## config.mk

```make
export PLATFORM = sky130hd
export DESIGN_NAME = tun_isqrt
export DESIGN_NICKNAME = d
export VERILOG_FILES = /design/src/rtl/tun_pkg.sv /design/src/rtl/tun_isqrt.sv
export SDC_FILE = /design/constraint.sdc
export NUM_CORES = 2
export LEC_CHECK = 0
export BUFFER_PORTS_ARGS = -buffer_cell sky130_fd_sc_hd__buf_2
export CAP_MARGIN = 20
export CORE_MARGIN = 8
export CORE_UTILIZATION = 40
export CTS_CLUSTER_SIZE = 20
export DETAILED_ROUTE_END_ITERATION = 8
export GPL_TIMING_DRIVEN = 0
export PLACE_DENSITY = 0.69
export SYNTH_ARGS = -nofsm -noshare
export SYNTH_HDL_FRONTEND = slang
export SYNTH_MEMORY_MAX_BITS = 65536
export SYNTH_SLANG_ARGS = --single-unit
```

## constraint.sdc

```tcl
create_clock -name clock -period 4 [get_ports clock]
set_clock_uncertainty 0.15 [all_clocks]
set_input_delay 0.4 -clock clock [delete_from_list [all_inputs] [get_ports clock]]
set_output_delay 0.4 -clock clock [all_outputs]
set_load 0.02 [all_outputs]
```

## src/rtl/tun_pkg.sv

```systemverilog
// Shared constants for the triangle unit normal pipeline.
`default_nettype none
package tun_pkg;
   localparam int unsigned M_BITS     = 31;
   localparam int unsigned SQ_BITS    = 2 * M_BITS;
   localparam int unsigned SUM_BITS   = 64;
   localparam int unsigned ROOT_STEPS = SUM_BITS / 2;
   localparam int unsigned ROOT_BITS  = SUM_BITS / 2;
   localparam int unsigned FRAC_OUT   = 14;
   localparam int unsigned Q_BITS     = FRAC_OUT + 1;
   localparam int unsigned REM_BITS   = ROOT_BITS + 1;
   localparam int unsigned OUT_BITS   = 16;
endpackage
`default_nettype wire

```

## src/rtl/tun_isqrt.sv

```systemverilog
// Pipelined integer square root, one result bit per stage, with sideband.
`default_nettype none
module tun_isqrt
   import tun_pkg::*;
#(
   parameter int unsigned SB_WIDTH = 1
) (
   input  wire logic                    clock,
   input  wire logic                    reset,
   input  wire logic                    en,
   input  wire logic                    in_valid,
   input  wire logic [SUM_BITS-1:0]     in_sum,
   input  wire logic [SB_WIDTH-1:0]     in_sb,
   output logic                         out_valid,
   output logic [ROOT_BITS-1:0]         out_root,
   output logic [SB_WIDTH-1:0]          out_sb
);
   logic [SUM_BITS-1:0] x_ff   [ROOT_STEPS];
   logic [SUM_BITS-1:0] res_ff [ROOT_STEPS];
   logic [SB_WIDTH-1:0] sb_ff  [ROOT_STEPS];
   logic [ROOT_STEPS-1:0] v_ff;
   logic [SUM_BITS-1:0] cur_x   [ROOT_STEPS];
   logic [SUM_BITS-1:0] cur_res [ROOT_STEPS];
   logic [SB_WIDTH-1:0] cur_sb  [ROOT_STEPS];
   logic [SUM_BITS-1:0] x_in    [ROOT_STEPS];
   logic [SUM_BITS-1:0] res_in  [ROOT_STEPS];

   always_comb begin
      cur_x[0]   = in_sum;
      cur_res[0] = '0;
      cur_sb[0]  = in_sb;
      for (int k = 1; k < ROOT_STEPS; k++) begin
         cur_x[k]   = x_ff[k-1];
         cur_res[k] = res_ff[k-1];
         cur_sb[k]  = sb_ff[k-1];
      end
   end

   always_comb begin
      for (int k = 0; k < ROOT_STEPS; k++) begin
         logic [SUM_BITS-1:0] b;
         logic [SUM_BITS-1:0] t;
         b = SUM_BITS'(1) << (SUM_BITS - 2 - 2 * k);
         t = cur_res[k] + b;
         if (cur_x[k] >= t) begin
            x_in[k]   = cur_x[k] - t;
            res_in[k] = (cur_res[k] >> 1) + b;
         end else begin
            x_in[k]   = cur_x[k];
            res_in[k] = cur_res[k] >> 1;
         end
      end
   end

   always_ff @(posedge clock) begin
      if (reset) begin
         v_ff <= '0;
      end else if (en) begin
         v_ff <= {v_ff[ROOT_STEPS-2:0], in_valid};
      end
   end

   always_ff @(posedge clock) begin
      if (en) begin
         for (int k = 0; k < ROOT_STEPS; k++) begin
            x_ff[k]   <= x_in[k];
            res_ff[k] <= res_in[k];
            sb_ff[k]  <= cur_sb[k];
         end
      end
   end

   assign out_valid = v_ff[ROOT_STEPS-1];
   assign out_root  = res_ff[ROOT_STEPS-1][ROOT_BITS-1:0];
   assign out_sb    = sb_ff[ROOT_STEPS-1];
endmodule
`default_nettype wire

```

* Word-level counts from Yosys, hierarchy flattened
Memories as Yosys holds them, arrays and structs flattened. Index checks and enable logic that the tools add are counted.
Word-level totals: bits in registers 32, bits of input ports 69, memories kept 3, RAM bits 4128, logic and storage cells 196, output and inout bits 34
Cells by class: magnitude comparators 32, muxes and demuxes 66, add/subtract/negate cells 94
Memories:
- res_ff | words 32, bits a word 64, rd ports 32, clocked after memory_dff 0, wr ports 32, RTL line tun_isqrt.sv:19 | logic [SUM_BITS-1:0] res_ff [ROOT_STEPS];
- x_ff | words 32, bits a word 64, rd ports 31, clocked after memory_dff 0, wr ports 32, RTL line tun_isqrt.sv:18 | logic [SUM_BITS-1:0] x_ff [ROOT_STEPS];
- sb_ff | words 32, bits a word 1, rd ports 32, clocked after memory_dff 0, wr ports 32, RTL line tun_isqrt.sv:20 | logic [SB_WIDTH-1:0] sb_ff [ROOT_STEPS];
Operator list (number):
- two-way mux 64 bit | 63
- greater-or-equal comparator 64 bit | 31
- subtractor 64 bit | 31
- adder 63 x 1 -> 64 bit (second input constant) | 1
- adder 63 x 11 -> 64 bit (second input constant) | 1
- adder 63 x 13 -> 64 bit (second input constant) | 1
- adder 63 x 15 -> 64 bit (second input constant) | 1
- adder 63 x 17 -> 64 bit (second input constant) | 1
- adder 63 x 19 -> 64 bit (second input constant) | 1
- adder 63 x 21 -> 64 bit (second input constant) | 1
- adder 63 x 23 -> 64 bit (second input constant) | 1
- adder 63 x 25 -> 64 bit (second input constant) | 1
- adder 63 x 27 -> 64 bit (second input constant) | 1
- adder 63 x 29 -> 64 bit (second input constant) | 1
- adder 63 x 3 -> 64 bit (second input constant) | 1
- adder 63 x 31 -> 64 bit (second input constant) | 1
- adder 63 x 33 -> 64 bit (second input constant) | 1
- adder 63 x 35 -> 64 bit (second input constant) | 1
- adder 63 x 37 -> 64 bit (second input constant) | 1
- adder 63 x 39 -> 64 bit (second input constant) | 1
- adder 63 x 41 -> 64 bit (second input constant) | 1
- adder 63 x 43 -> 64 bit (second input constant) | 1
- adder 63 x 45 -> 64 bit (second input constant) | 1
- adder 63 x 47 -> 64 bit (second input constant) | 1
- 45 further kinds | 46

* Logic depth before layout (Yosys ltp)
An unclocked memory read counts as a cell.
depth in word-level cells 4, gate-level depth with buffers 16

* Least setup slack after synthesis
OpenSTA, ideal clock, no wires.
path kind reg2reg, from memory x_ff[29][32], in the netlist x_ff[1][864], to memory x_ff[30][57], in the netlist x_ff[1][953] (data pin), path buffers 2, stages on the path, launching flop included 14, clock period less this slack 3.738 ns, setup time 0.266 ns, data arrival time 3.323 ns, data required time 3.584 ns, setup slack 0.262 ns, cell sequence edfxtp_1 -> ha_1 -> buf_2 -> nand4bb_1 -> nor4_1 -> nand4_1 -> and3_1 -> o31a_1 -> a2111oi_2 -> or3b_1 -> clkbuf_1 -> or3_1 -> nor3_1 -> xor2_1
RTL lines (RTL line):
- from (decl) | tun_isqrt.sv:18

==> reports/results.tsv <==
stage	metric	value	unit
clock_network	clk root buf	clkbuf_16	
logic_synthesis	#FFs+latches synth	2576	
routing	routed wire length	310	mm
logic_synthesis	syn_nets	10400	
setup_path	worst-path fanout max	4	
logic_synthesis	synth warn	0	
routing	starting DRC count in detailed routing	6877	
global_routing	initial antenna violation count	12	
sta	Final Max Tran Viols	0	
routing	TritonRoute pass-1 iters	6	
status	failing checks	setup timing	
pwr	Max IR drop VDD	0.343	mV
cells_and_area	area occupied by registers	0.0770	mm^2
pwr	Leak	52.6	nW
routing	Vias	79500	
cells_and_area	layout cells sized above 1	0.101	
sta	# setup viols final	9	
placement	IO buf count	102	
routing	detailed-route wire length per cell	21.2	um
clock_network	CTS Buffer Depth	4	
floorplan	num rows	203	
clock_network	Clk Latency, worst-skew pair	900	ps
setup_path	CP required	4460	ps
routing	post-route ant nets	0	
global_routing	pin count of the biggest net entering global routing	203	
global_routing	first-pass GRT wire length	465	mm
floorplan	Die H	570	um
setup_path	type of the worst setup path	reg -> reg	
routing	DRC viols	0	
flow_run	Max Cap Viol	0	
logic_synthesis	Seq/Total Area, Yosys	0.628	
logic_synthesis	cells after synthesis	9748	
logic_synthesis	largest cells by area after synthesis	edfxtp_1 62%, ha_1 5.7%, xnor2_1 3.5%	
sta	RSZ-0062 raised after global routing	true	
cells_and_area	multi-input logic area	0.0439	mm^2
logic_synthesis	Post-synth EDFFs	2544	
pwr	Tot Pwr	80.6	mW
placement	post-placement worst setup slack	-1490	ps
logic_synthesis	share of the synthesized area in the top cell type	0.623	
logic_synthesis	Synth Cell Area	0.123	mm^2
logic_synthesis	async set or reset register ratio after synthesis	0	
logic_synthesis	Netlist cell types	88	
global_routing	All-Layer GR Usage	0.182	
setup_path	critical path endpoint category	register	
clock_network	clk sink count	2576	
pwr	Cell Pwr Density	571	mW/mm^2
sta	final setup margin	-89.1	ps
cells_and_area	Area growth, synth to finish	15.0	%
logic_synthesis	Synth area leader	edfxtp_1	
clock_network	cts bufs inserted	277	
routing	Avg Vias per Cell	5.44	
cells_and_area	final core occ	0.462	
clock_network	Worst-path clk slew	70	ps
sta	Slew @ Worst Pin	1200	ps
logic_synthesis	syn avg cell area	12.6	um^2
sta	final critical-path share of the clock period	1.02	
setup_path	Startpoint Class	register	
placement	DP HPWL	231	mm
clock_network	CTS tree	yes	
global_routing	total gr overflow	0	
cells_and_area	Nets	10900	
sta	fmax	245	MHz
cells_and_area	most common cell after layout, fill and taps aside	edfxtp_1	
logic_synthesis	prevailing post-synth register cell	edfxtp_1	
floorplan	Top-Level Pins	103	
min_path	Hold Crit Class	in -> reg	
status	outcome	finished, violations left	
placement	RD Place Congestion	0.965	
cells_and_area	Layout fillers	26800	
floorplan	core area	0.306	mm^2
cells_and_area	most frequent cells in the layout	2544 x edfxtp_1, 717 x nor2_1, 684 x inv_1	
sta	Period minus WS final	4090	ps
setup_path	WP data arrival	4550	ps
clock_network	H-tree depth	5	
floorplan	die area	0.325	mm^2
global_routing	number of global-route vias before repair	78700	
sta	Max-slew headroom	0.200	
floorplan	Initial Utilization	0.401	
floorplan	Die W	570	um
sta	Final Hold Vio Count	0	
[kinds of logic after synthesis]
family | after synthesis | share of synthesized area
flops | 2576 | 0.628
fa+ha+maj | 558 | 0.0569
compound gates | 1828 | 0.0924
simple gates | 2889 | 0.121
xor+xnor | 884 | 0.0631
buf+inv | 888 | 0.0273
mux | 125 | 0.0111
[through the flow]
stage                     area, um^2  setup TNS [ps]  cells  hold slack (ps)
final                         141000            -444  14600             76.4
after global routing          141000           -1860  14600             39.8
after CTS                     140000           -4.16  14600             2.28
after detailed placement      129000         -602680  14000              255
after global placement        128000               -  14000              259
after floorplan               123000               0   9748              250
[worst paths after layout]
| kind | startpoint | to | slack (ps) | depth (start not counted) |
|---|---|---|---|---|
| setup / recovery | x_ff[1][863]$_DFFE_PP_ | x_ff[1][953]$_DFFE_PP_ | -90 | 13 |
| hold / removal | in_sum[53] | x_ff[0][53]$_DFFE_PP_ | 80 | 2 |
| setup reg to reg | x_ff[1][863]$_DFFE_PP_ | x_ff[1][953]$_DFFE_PP_ | -90 | 13 |
| hold reg to reg | sb_ff[0][7]$_DFFE_PP_ | sb_ff[0][8]$_DFFE_PP_ | 250 | 0 |
[power by group]
part | total [mW] | switching (mW) | internal, mW
clock network | 25.7 | 10.6 | 15.1
registers | 37.2 | 3.02 | 34.2
logic | 17.7 | 10.4 | 7.25
total | 80.6 | 24.1 | 56.5
[cells in the mapped netlist, types with 49 or more instances]
cell type and count:
xor2_1 391, nand4_1 177, nor4_1 346, clkbuf_1 179
a21oi_1 638, o21a_1 102, nor2_1 718, nor2b_1 82
mux2_2 86, nand2b_1 123, a21o_1 235, and3_1 60
nand2_1 559, nor3_1 262, nand3_1 167, edfxtp_1 2544
or4_1 50, ha_1 558, o21bai_1 51, a211oi_1 49
o21ai_0 405, a31oi_1 60, or3_1 81, inv_1 685
xnor2_1 493
[flip-flops by register name, summed over array words and instances, names as in the netlist]
| name | cells |
|---|---|
| res_ff | 528 |
| sb_ff | 32 |
| v_ff | 32 |
| x_ff | 1984 |
[critical path, cell delays in order, from the launching register on]
cell and delay (ps):
edfxtp_1 440, ha_4 300, buf_6 100, nand4_1 170, nor4_4 320, buf_4 190
nand4_1 280, and3_4 290, o31a_1 150, a2111oi_4 410, or3b_4 460, or3_4 390
nor3_4 130, xor2_1 90
[cell type report]
type / count / share of cell area
flip-flops and latches: 2576 / 0.546
inverters: 687 / 0.0183
well taps: 4100 / 0.0364
plain buffers: 177 / 0.00548
repair buffers: 293 / 0.0180
multi-input cells: 6285 / 0.311
clock buffers: 308 / 0.0508
diodes: 8 / 0.000142
clock inverters: 183 / 0.0138
[what timing repair did]
item / CTS / global route
endpoints found under the setup margin: 619 / 1258
setup buffers: 47 / 45
pin swaps: 26 / 36
resized for setup: 226 / 164
hold buffers: 72 / 0
cloned: 0 / 5
endpoints found under the hold margin: 99 / 0
[routing by layer]
layer / track usage / vias up / routed length (um)
met4: 0.0786 / 2 / 15000
met2: 0.318 / 2618 / 150000
met3: 0.0229 / 659 / 16500
li1: - / 37600 / -
met1: 0.228 / 38600 / 128000
met5: 0 / - / 13
Note: power is estimated with default switching activity, not from simulation.
